<file path="src/rtl/core/stun_binding_request_parser_core_defines.svh">
// Assertion macros shared by the STUN request parser RTL.
// Self-contained; included by the top level only.
`ifndef STUN_BINDING_REQUEST_PARSER_CORE_DEFINES_SVH
`define STUN_BINDING_REQUEST_PARSER_CORE_DEFINES_SVH

// Same-cycle implication, disabled while reset is low.
`define STUNBRP_ASSERT_IMPL(label, clk, rst_n, ante, cons, msg) \
    label: assert property (@(posedge clk) disable iff (!(rst_n)) (ante) |-> (cons)) \
        else $error(msg);

// Next-cycle implication, disabled while reset is low.
`define STUNBRP_ASSERT_NEXT(label, clk, rst_n, ante, cons, msg) \
    label: assert property (@(posedge clk) disable iff (!(rst_n)) (ante) |=> (cons)) \
        else $error(msg);

`endif

</file>
<file path="src/rtl/core/stunbrp_pkg.sv">
// Shared types and constants for the STUN Binding Request parser.
// No dependencies.
package stunbrp_pkg;

    localparam int unsigned COUNT_W      = 17;
    localparam int unsigned HEADER_BYTES = 20;
    localparam int unsigned TXID_BYTES   = 12;

    localparam logic [COUNT_W-1:0] COUNT_MAX      = {COUNT_W{1'b1}};
    localparam logic [31:0]        STUN_COOKIE    = 32'h2112A442;
    localparam logic [15:0]        TYPE_BIND_REQ  = 16'h0001;
    localparam logic [7:0]         ATTR_USER_LO   = 8'h06;
    localparam logic [7:0]         ATTR_INTEG_LO  = 8'h08;
    localparam logic [7:0]         COLON_CHAR     = 8'h3A;

    // Header field boundaries, counted in bytes from datagram start.
    localparam int unsigned TYPE_END   = 2;
    localparam int unsigned LEN_END    = 4;
    localparam int unsigned COOKIE_END = 8;
    localparam int unsigned TXHI_END   = COOKIE_END + 4;

    typedef logic [2:0] t_status;
    localparam t_status ST_OK        = 3'd0;
    localparam t_status ST_SHORT     = 3'd1;
    localparam t_status ST_BAD_TYPE  = 3'd2;
    localparam t_status ST_BAD_LEN   = 3'd3;
    localparam t_status ST_BAD_COOKIE = 3'd4;
    localparam t_status ST_ATTR_CUT  = 3'd5;
    localparam t_status ST_USER_FMT  = 3'd6;

    typedef enum logic [2:0] {
        PH_TYPE_HI,
        PH_TYPE_LO,
        PH_LEN_HI,
        PH_LEN_LO,
        PH_VALUE,
        PH_PAD
    } t_phase;

    typedef struct packed {
        t_status     status;
        logic [31:0] txid_upper;
        logic [63:0] txid_lower;
        logic        username_seen;
        logic [15:0] username_start;
        logic [15:0] local_frag_len;
        logic [15:0] remote_frag_len;
        logic        integrity_seen;
        logic [15:0] integrity_offset;
        logic [15:0] message_length;
    } t_result;

endpackage

</file>
<file path="src/rtl/core/stunbrp_parser.sv">
// Byte-wise STUN header check and attribute walker; builds the result word
// on the last byte of a datagram. Depends on stunbrp_pkg.
module stunbrp_parser (
    input  logic                i_clk,
    input  logic                i_rst_n,
    input  logic                i_accept,
    input  logic [7:0]          i_data_byte,
    input  logic                i_last_byte,
    output stunbrp_pkg::t_result o_result
);
    import stunbrp_pkg::*;

    logic [COUNT_W-1:0] r_count,      n_count;
    logic [15:0]        r_type,       n_type;
    logic [15:0]        r_len,        n_len;
    logic [31:0]        r_cookie,     n_cookie;
    logic [31:0]        r_txid_hi,    n_txid_hi;
    logic [63:0]        r_txid_lo,    n_txid_lo;
    t_phase             r_phase,      n_phase;
    logic               r_kind_hi0,   n_kind_hi0;
    logic               r_is_user,    n_is_user;
    logic               r_is_integ,   n_is_integ;
    logic [15:0]        r_vlen,       n_vlen;
    logic [15:0]        r_remain,     n_remain;
    logic [1:0]         r_pad,        n_pad;
    logic [1:0]         r_colons,     n_colons;
    logic [15:0]        r_colon_pos,  n_colon_pos;
    logic [15:0]        r_vstart,     n_vstart;
    t_status            r_err,        n_err;
    logic               r_user_seen,  n_user_seen;
    logic [15:0]        r_user_start, n_user_start;
    logic [15:0]        r_user_local, n_user_local;
    logic [15:0]        r_user_rem,   n_user_rem;
    logic               r_integ_seen, n_integ_seen;
    logic [15:0]        r_integ_off,  n_integ_off;

    logic        finish;
    logic [15:0] pos16;
    logic [15:0] len_word;
    t_status     err_final;

    assign pos16    = r_count[15:0];
    assign len_word = {r_vlen[15:8], i_data_byte};

    always_comb begin
        n_type       = r_type;
        n_len        = r_len;
        n_cookie     = r_cookie;
        n_txid_hi    = r_txid_hi;
        n_txid_lo    = r_txid_lo;
        n_phase      = r_phase;
        n_kind_hi0   = r_kind_hi0;
        n_is_user    = r_is_user;
        n_is_integ   = r_is_integ;
        n_vlen       = r_vlen;
        n_remain     = r_remain;
        n_pad        = r_pad;
        n_colons     = r_colons;
        n_colon_pos  = r_colon_pos;
        n_vstart     = r_vstart;
        n_err        = r_err;
        n_user_seen  = r_user_seen;
        n_user_start = r_user_start;
        n_user_local = r_user_local;
        n_user_rem   = r_user_rem;
        n_integ_seen = r_integ_seen;
        n_integ_off  = r_integ_off;
        finish       = 1'b0;

        priority if (r_count < COUNT_W'(TYPE_END)) begin
            n_type = {r_type[7:0], i_data_byte};
        end else if (r_count < COUNT_W'(LEN_END)) begin
            n_len = {r_len[7:0], i_data_byte};
        end else if (r_count < COUNT_W'(COOKIE_END)) begin
            n_cookie = {r_cookie[23:0], i_data_byte};
        end else if (r_count < COUNT_W'(TXHI_END)) begin
            n_txid_hi = {r_txid_hi[23:0], i_data_byte};
        end else if (r_count < COUNT_W'(HEADER_BYTES)) begin
            n_txid_lo = {r_txid_lo[55:0], i_data_byte};
        end else if (r_err == ST_OK) begin
            unique case (r_phase)
                PH_TYPE_HI: begin
                    n_kind_hi0 = (i_data_byte == 8'h00);
                    n_phase    = PH_TYPE_LO;
                end
                PH_TYPE_LO: begin
                    n_is_user  = r_kind_hi0 && (i_data_byte == ATTR_USER_LO);
                    n_is_integ = r_kind_hi0 && (i_data_byte == ATTR_INTEG_LO);
                    n_phase    = PH_LEN_HI;
                end
                PH_LEN_HI: begin
                    n_vlen  = {i_data_byte, 8'h00};
                    n_phase = PH_LEN_LO;
                end
                PH_LEN_LO: begin
                    n_vlen      = len_word;
                    n_remain    = len_word;
                    n_pad       = 2'd0 - len_word[1:0];
                    n_vstart    = pos16 + 16'd1;
                    n_colons    = 2'd0;
                    n_colon_pos = 16'd0;
                    if (len_word == 16'd0) begin
                        finish = 1'b1;
                    end else begin
                        n_phase = PH_VALUE;
                    end
                end
                PH_VALUE: begin
                    if (r_is_user && (i_data_byte == COLON_CHAR)) begin
                        if (r_colons == 2'd0) n_colon_pos = pos16 - r_vstart;
                        if (r_colons != 2'd2) n_colons = r_colons + 2'd1;
                    end
                    n_remain = r_remain - 16'd1;
                    if (n_remain == 16'd0) finish = 1'b1;
                end
                PH_PAD: begin
                    n_pad = r_pad - 2'd1;
                    if (n_pad == 2'd0) n_phase = PH_TYPE_HI;
                end
                default: begin
                    n_phase = PH_TYPE_HI;
                end
            endcase
        end else begin
            // walk stopped at the first attribute error; bytes are only counted
        end

        // End of an attribute value: record username / integrity info, or flag a malformed username
        if (finish) begin
            if (n_is_user) begin
                if (n_colons != 2'd1) begin
                    n_err = ST_USER_FMT;
                end else begin
                    n_user_seen  = 1'b1;
                    n_user_start = n_vstart;
                    n_user_local = n_colon_pos;
                    n_user_rem   = n_vlen - n_colon_pos - 16'd1;
                end
            end else if (n_is_integ) begin
                n_integ_seen = 1'b1;
                n_integ_off  = n_vstart;
            end
            n_phase = (n_pad != 2'd0) ? PH_PAD : PH_TYPE_HI;
        end

        n_count = (r_count != COUNT_MAX) ? r_count + COUNT_W'(1) : r_count;
    end

    // Final status, evaluated with this byte folded in
    always_comb begin
        err_final = n_err;
        if (n_count >= COUNT_W'(HEADER_BYTES) && n_err == ST_OK &&
            n_phase != PH_TYPE_HI && n_phase != PH_PAD) begin
            err_final = ST_ATTR_CUT;
        end

        o_result = '0;
        priority if (n_count < COUNT_W'(HEADER_BYTES)) begin
            o_result.status = ST_SHORT;
        end else if (n_type != TYPE_BIND_REQ) begin
            o_result.status = ST_BAD_TYPE;
        end else if (({1'b0, n_len} + COUNT_W'(HEADER_BYTES)) != n_count) begin
            o_result.status = ST_BAD_LEN;
        end else if (n_cookie != STUN_COOKIE) begin
            o_result.status = ST_BAD_COOKIE;
        end else begin
            o_result.status = err_final;
        end

        o_result.txid_upper     = n_txid_hi;
        o_result.txid_lower     = n_txid_lo;
        o_result.message_length = n_len;
        if (o_result.status == ST_OK) begin
            o_result.username_seen    = n_user_seen;
            o_result.username_start   = n_user_start;
            o_result.local_frag_len   = n_user_local;
            o_result.remote_frag_len  = n_user_rem;
            o_result.integrity_seen   = n_integ_seen;
            o_result.integrity_offset = n_integ_off;
        end
    end

    always_ff @(posedge i_clk) begin
        if (!i_rst_n || (i_accept && i_last_byte)) begin
            r_count      <= '0;
            r_type       <= '0;
            r_len        <= '0;
            r_cookie     <= '0;
            r_txid_hi    <= '0;
            r_txid_lo    <= '0;
            r_phase      <= PH_TYPE_HI;
            r_kind_hi0   <= 1'b0;
            r_is_user    <= 1'b0;
            r_is_integ   <= 1'b0;
            r_vlen       <= '0;
            r_remain     <= '0;
            r_pad        <= '0;
            r_colons     <= '0;
            r_colon_pos  <= '0;
            r_vstart     <= '0;
            r_err        <= ST_OK;
            r_user_seen  <= 1'b0;
            r_user_start <= '0;
            r_user_local <= '0;
            r_user_rem   <= '0;
            r_integ_seen <= 1'b0;
            r_integ_off  <= '0;
        end else if (i_accept) begin
            r_count      <= n_count;
            r_type       <= n_type;
            r_len        <= n_len;
            r_cookie     <= n_cookie;
            r_txid_hi    <= n_txid_hi;
            r_txid_lo    <= n_txid_lo;
            r_phase      <= n_phase;
            r_kind_hi0   <= n_kind_hi0;
            r_is_user    <= n_is_user;
            r_is_integ   <= n_is_integ;
            r_vlen       <= n_vlen;
            r_remain     <= n_remain;
            r_pad        <= n_pad;
            r_colons     <= n_colons;
            r_colon_pos  <= n_colon_pos;
            r_vstart     <= n_vstart;
            r_err        <= n_err;
            r_user_seen  <= n_user_seen;
            r_user_start <= n_user_start;
            r_user_local <= n_user_local;
            r_user_rem   <= n_user_rem;
            r_integ_seen <= n_integ_seen;
            r_integ_off  <= n_integ_off;
        end
    end

endmodule

</file>
<file path="src/rtl/core/stun_binding_request_parser_core.sv">
// STUN Binding Request parser, top level: byte input channel, result
// output register with skid stage. Depends on stunbrp_pkg, stunbrp_parser
// and stun_binding_request_parser_core_defines.svh.
//
// Usage:
//  - Input channel (i_valid / o_stall) carries one datagram byte per word,
//    with i_last_byte set on the final byte of each datagram.
//  - Output channel (o_valid / i_stall) carries one result word per
//    datagram: status, transaction id, username and integrity info,
//    and the header length field.
//  - Throughput: one byte per cycle while o_stall is low; each byte only updates
//    counters and small registers in a single pass.
//  - Result: the result word is registered into the output register when
//    the last byte is accepted, or into the skid stage if the output is held.
//  - Stall: a result waiting on a stalled output sits in the output
//    register while bytes keep flowing; a second finished result goes
//    into the skid stage, and only then is o_stall raised until the
//    output drains.
//  - Reset (i_rst_n low, synchronous) clears the parser and empties both
//    output stages; the next byte is taken as the start of a datagram.
`include "stun_binding_request_parser_core_defines.svh"

module stun_binding_request_parser_core (
    input  logic                 i_clk,
    input  logic                 i_rst_n,
    input  logic                 i_valid,
    output logic                 o_stall,
    input  logic [7:0]           i_data_byte,
    input  logic                 i_last_byte,
    output logic                 o_valid,
    input  logic                 i_stall,
    output stunbrp_pkg::t_status o_status,
    output logic [31:0]          o_txid_upper,
    output logic [63:0]          o_txid_lower,
    output logic                 o_username_seen,
    output logic [15:0]          o_username_start,
    output logic [15:0]          o_local_frag_len,
    output logic [15:0]          o_remote_frag_len,
    output logic                 o_integrity_seen,
    output logic [15:0]          o_integrity_offset,
    output logic [15:0]          o_message_length
);
    import stunbrp_pkg::*;

    logic    in_accept;
    logic    res_valid;
    logic    out_free;
    t_result res_word;

    logic    r_out_valid;
    t_result r_out;
    logic    r_skid_valid;
    t_result r_skid;

    assign o_stall   = r_skid_valid;
    assign in_accept = i_valid && !r_skid_valid;
    assign res_valid = in_accept && i_last_byte;
    assign out_free  = !r_out_valid || !i_stall;

    stunbrp_parser u_parser (
        .i_clk       (i_clk),
        .i_rst_n     (i_rst_n),
        .i_accept    (in_accept),
        .i_data_byte (i_data_byte),
        .i_last_byte (i_last_byte),
        .o_result    (res_word)
    );

    always_ff @(posedge i_clk) begin
        if (!i_rst_n) begin
            r_out_valid  <= 1'b0;
            r_skid_valid <= 1'b0;
        end else if (out_free) begin
            // skid drains first; input is stalled while it is full
            if (r_skid_valid) begin
                r_out_valid  <= 1'b1;
                r_skid_valid <= 1'b0;
            end else begin
                r_out_valid <= res_valid;
            end
        end else if (res_valid) begin
            r_skid_valid <= 1'b1;
        end
    end

    always_ff @(posedge i_clk) begin
        if (out_free) begin
            r_out <= r_skid_valid ? r_skid : res_word;
        end
        if (!out_free && res_valid) begin
            r_skid <= res_word;
        end
    end

    assign o_valid            = r_out_valid;
    assign o_status           = r_out.status;
    assign o_txid_upper       = r_out.txid_upper;
    assign o_txid_lower       = r_out.txid_lower;
    assign o_username_seen    = r_out.username_seen;
    assign o_username_start   = r_out.username_start;
    assign o_local_frag_len   = r_out.local_frag_len;
    assign o_remote_frag_len  = r_out.remote_frag_len;
    assign o_integrity_seen   = r_out.integrity_seen;
    assign o_integrity_offset = r_out.integrity_offset;
    assign o_message_length   = r_out.message_length;

    `STUNBRP_ASSERT_IMPL(a_skid_implies_out, i_clk, i_rst_n, r_skid_valid, r_out_valid, "skid full with output empty")
    `STUNBRP_ASSERT_NEXT(a_result_shown, i_clk, i_rst_n, res_valid, o_valid, "accepted last byte gave no result")
    `STUNBRP_ASSERT_IMPL(a_err_clears_info, i_clk, i_rst_n, o_valid && (o_status != ST_OK), !o_username_seen && !o_integrity_seen, "error result carries attribute info")
    `STUNBRP_ASSERT_NEXT(a_skid_only_when_full, i_clk, i_rst_n, !r_out_valid, !r_skid_valid, "skid filled while output was empty")

endmodule
</file>
<file path="config.mk">
export PLATFORM = sky130hd
export DESIGN_NAME = stun_binding_request_parser_core
export DESIGN_NICKNAME = d
export VERILOG_FILES = /design/src/rtl/core/stunbrp_pkg.sv /design/src/rtl/core/stunbrp_parser.sv /design/src/rtl/core/stun_binding_request_parser_core.sv
export VERILOG_INCLUDE_DIRS = /design/src /design/src/rtl/core
export SDC_FILE = /design/constraint.sdc
export NUM_CORES = 1
export LEC_CHECK = 0
export BUFFER_PORTS_ARGS = -buffer_cell sky130_fd_sc_hd__buf_2
export CAP_MARGIN = 10
export CORE_MARGIN = 3
export CORE_UTILIZATION = 47
export CTS_BUF_LIST = sky130_fd_sc_hd__clkbuf_8
export DETAILED_ROUTE_END_ITERATION = 16
export PLACE_DENSITY = 0.72
export SYNTH_ARGS = -nofsm -noshare
export SYNTH_HDL_FRONTEND = slang
export SYNTH_SLANG_ARGS = --single-unit
</file>
<file path="constraint.sdc">
create_clock -name i_clk -period 61.6 [get_ports i_clk]
set_input_delay 18.48 -clock i_clk [delete_from_list [all_inputs] [get_ports i_clk]]
set_output_delay 18.48 -clock i_clk [all_outputs]
set_load 0.05 [all_outputs]
</file>
==> run_results.csv <==
group,metric,value,unit
run_status,status,"finished clean",
floorplanning,coreArea,66100,sq um
power_and_ir_drop,p_total,1.01,mW
final_layout,area_growth,12.1,%
global_route,grt_pass1_wl,128000,um
final_layout,fin_util,53.4,%
timing,holdWs,0.450,ns
critical_path,cp_slowest_cell,"nor4_1",
power_and_ir_drop,switchingPower,279,uW
route,drt_iter0_markers,2198,
synth,ys_types,84,
clocking,h-tree-depth,3,
timing,clock_skew,0.0501,ns
clocking,cts_setup_buffers,0,
timing,clock.fmax,0.0436,GHz
power_and_ir_drop,p_comb_share,11.6,%
critical_path,critPathBufInv,3,
critical_path,crit_path_start_kind,"primary input",
synth,syn_inst,3078,
critical_path,cpMostUsedCell,"a21oi_1",
floorplanning,die_h,265,um
synth,synth_nets,3132,
power_and_ir_drop,p_sw_share,27.5,%
final_layout,regArea,17300,sq um
floorplanning,die_x,265,um
final_layout,multi_input_area,13200,sq um
synth,avgSynthCellArea,10.2,sq um
clocking,cts_tree,"built",
hold_path,hp-class,"reg2reg",
clocking,cts_inserted_buffers,111,
route,wl_per_cell,19.5,um
critical_path,path_max_fanout,18,
global_route,grt.overflow.total,0,
place,portBuffers,195,
route,vias,23500,
route,drt-pass1-iter-count,5,
floorplanning,initial_core_util,47.7,%
global_route,grt_usage,22.7,%
critical_path,cp.arrival,23.45,ns
timing,setup_violations,0,
global_route,grt_max_degree,97,
power_and_ir_drop,vdd.ir_drop.worst,0.0173,mV
timing,min_period,22.92,ns
clocking,cts_hold_buf,0,
synth,synth_edf_count,362,
synth,syn_area,31500,sq um
critical_path,cp_top_family,"compound AO/OA/AOI/OAI gates",
clocking,clock_latency,0.73,ns
flow_run,max_cap_viol_count,0,
timing,rsz0062_at_grt,"false",
global_route,grt_pass1_vias,22200,
critical_path,required,62.12,ns
synth,synthFlopType,"edfxtp_1",
clocking,postCtsResizedCells,0,
timing,drv_slew,0,
critical_path,cp-end-kind,"flop",
synth,ys_seq_elements,684,
place,dp_hpwl,52700,um
route,vias_per_cell,5.64,
final_layout,layout.nets,3265,
power_and_ir_drop,power.density,28.7,nW/um^2
clocking,clock_path_buffers,3,
timing,slew_headroom,19.0,%
synth,async_flop_share,0,%
route,drc,0,
critical_path,path_cells,"buf_2 > inv_1 > ha_1 > nand4_1 > nor4_1 > nand2_1 > a21o_1 > a21oi_1 > ha_1 > inv_1 > fa_1 > nor2b_1 > o31a_1 > o211ai_1 > a21oi_1 > nor3_1 > o41ai_1 > a21oi_1 > xnor2_1 > mux2i_1 > o31ai_1",
synth,synth_warnings,0,
power_and_ir_drop,p_leak,13.4,nW
power_and_ir_drop,p_seq_share,50.0,%
final_layout,nFillCells,5901,
floorplanning,dieArea,70200,sq um
floorplanning,ios,196,
power_and_ir_drop,intPower,735,uW
power_and_ir_drop,clockPowerShare,38.4,%
clocking,clk_pin_slew,0.06,ns
route,wl,81300,um
timing,tns,0,ns
floorplanning,rows,94,
timing,fin_crit_sh,37.2,%
timing,hold_violations,0,
global_route,grt_antenna_before_repair,4,
route,ant_nets,0,
timing,tightest_slew,1.20,ns
final_layout,drive_above_1_share,19.7,%
place,place.gp.congestion,0.920,
critical_path,crit_type,"in2reg",
clocking,cts-root-buf,"clkbuf_8",
critical_path,critPathMaxStageDelay,0.52,ns
clocking,cts_sinks,684,
synth,ys_seq_area_share,54.9,%
-- flip-flops by register name, summed over array words and instances (netlist names), 17 cells and up --
register            cells
o_txid_lower           64
o_txid_upper           32
r_skid                181
u_parser.r_cookie      32
u_parser.r_count       17
u_parser.r_txid_hi     32
u_parser.r_txid_lo     64
-- tightest hold or removal path, stage by stage (launching register included) --
cell	delay (ns)
dfxtp_1	0.31
nand2_1	0.05
a21oi_1	0.05
-- layer usage --
metal | share of wire, % | GRT usage [%] | vias up
li1 | - | - | 11300
met1 | 44 | 31.7 | 11400
met2 | 46 | 35.7 | 703
met3 | 6.0 | 3.91 | 155
met4 | 3.0 | 8.31 | 2
met5 | 0.022 | 0 | -
-- power by group through the flow --
stage / logic (mW) / registers (mW) / clock network (mW)
finish: 0.117 / 0.507 / 0.389
global route: 0.126 / 0.508 / 0.419
CTS: 0.117 / 0.507 / 0.397
detailed placement: 0.116 / 0.517 / 0
global placement: 0.115 / 0.516 / 0
floorplan: 0.0584 / 0.544 / 0
-- Yosys cell counts (7+ instances only) --
cell type,number,area share [%]
o31ai_1,56,1.3
nor4b_1,7,0.19
ha_1,39,1.5
inv_1,55,0.66
clkbuf_1,182,2.2
a31oi_1,16,0.32
nor2_1,484,5.8
nand3b_1,7,0.17
a211oi_1,64,1.5
or3_1,12,0.24
o21ai_0,83,1.3
nand2_1,358,4.3
o31ai_2,14,0.56
nand3_1,39,0.62
a22o_1,7,0.19
a21o_1,8,0.19
and3_1,12,0.24
a21oi_1,176,2.8
nand2b_1,7,0.14
and2_1,11,0.22
o21a_1,10,0.24
xor2_1,12,0.33
nor3_1,159,2.5
nor4_1,22,0.44
buf_2,20,0.32
nor2b_1,10,0.20
nor3b_1,7,0.17
xnor2_1,50,1.4
mux2i_1,84,2.7
dfxtp_1,322,20
a22oi_1,16,0.38
edfxtp_1,362,34
nand4_1,24,0.48
mux2_2,214,7.6
-- cell type report --
| class | instances | share of cell area, % |
|---|---|---|
| sequential | 684 | 49.0 |
| clock inverter | 86 | 1.45 |
| timing repair buffer | 233 | 3.57 |
| inverter | 56 | 0.595 |
| tap | 864 | 3.06 |
| clock buffer | 125 | 4.87 |
| multi-input combinational | 2125 | 37.4 |
| antenna | 3 | 0.0213 |
-- path summary, 6_finish.rpt --
kind	startpoint	end	depth (start not counted)	slack (ns)
setup / recovery	i_data_byte[0]	o_remote_frag_len[14]	21	38.68
setup reg to reg	u_parser.r_count[4]	o_remote_frag_len[14]	18	55.30
hold reg to reg	u_parser.r_cookie[29]	u_parser.r_cookie[29]	2	0.45
hold / removal	u_parser.r_cookie[29]	u_parser.r_cookie[29]	2	0.45
-- through the flow --
stage               cell area (sq um)  std cells  setup slack, ns
CTS                             35300       4173            38.85
detailed placement              33100       3962            38.17
finish                          35300       4176            38.68
global route                    35300       4174            38.26
floorplan                       31500       3078            27.69
global placement                33100       3962            38.35
-- placed cells by master, fill, tap and decap left out, drive strengths merged, types with 7 or more instances in the layout --
cell and n:
dfxtp 322, nand2b 7, nor2b 10, mux2i 85, a31oi 16, buf 233, clkinv 24, nand2 358
nor3 160, a21oi 176, edfxtp 362, ha 39, nor3b 7, a22oi 16, nor2 485, and2 11
and3 12, a22o 7, o31ai 70, mux2 214, a21o 8, clkbuf 125, nor4b 8, xor2 12
nand3 41, inv 113, xnor2 50, o21a 10, nor4 31, nand4 27, o21ai 86, or4 7
or3 12, nand3b 7, a211oi 64
-- cell families after synthesis --
kind of cell / synth area share, %
AOI/OAI and AO/OA: 10.6
xor gates and xnor gates: 1.72
adders and majority gates: 1.68
buffers and inverters: 3.36
DFF: 54.9
muxes: 10.4
and+or+nand+nor: 17.3
(Power assumes the default switching activity.)
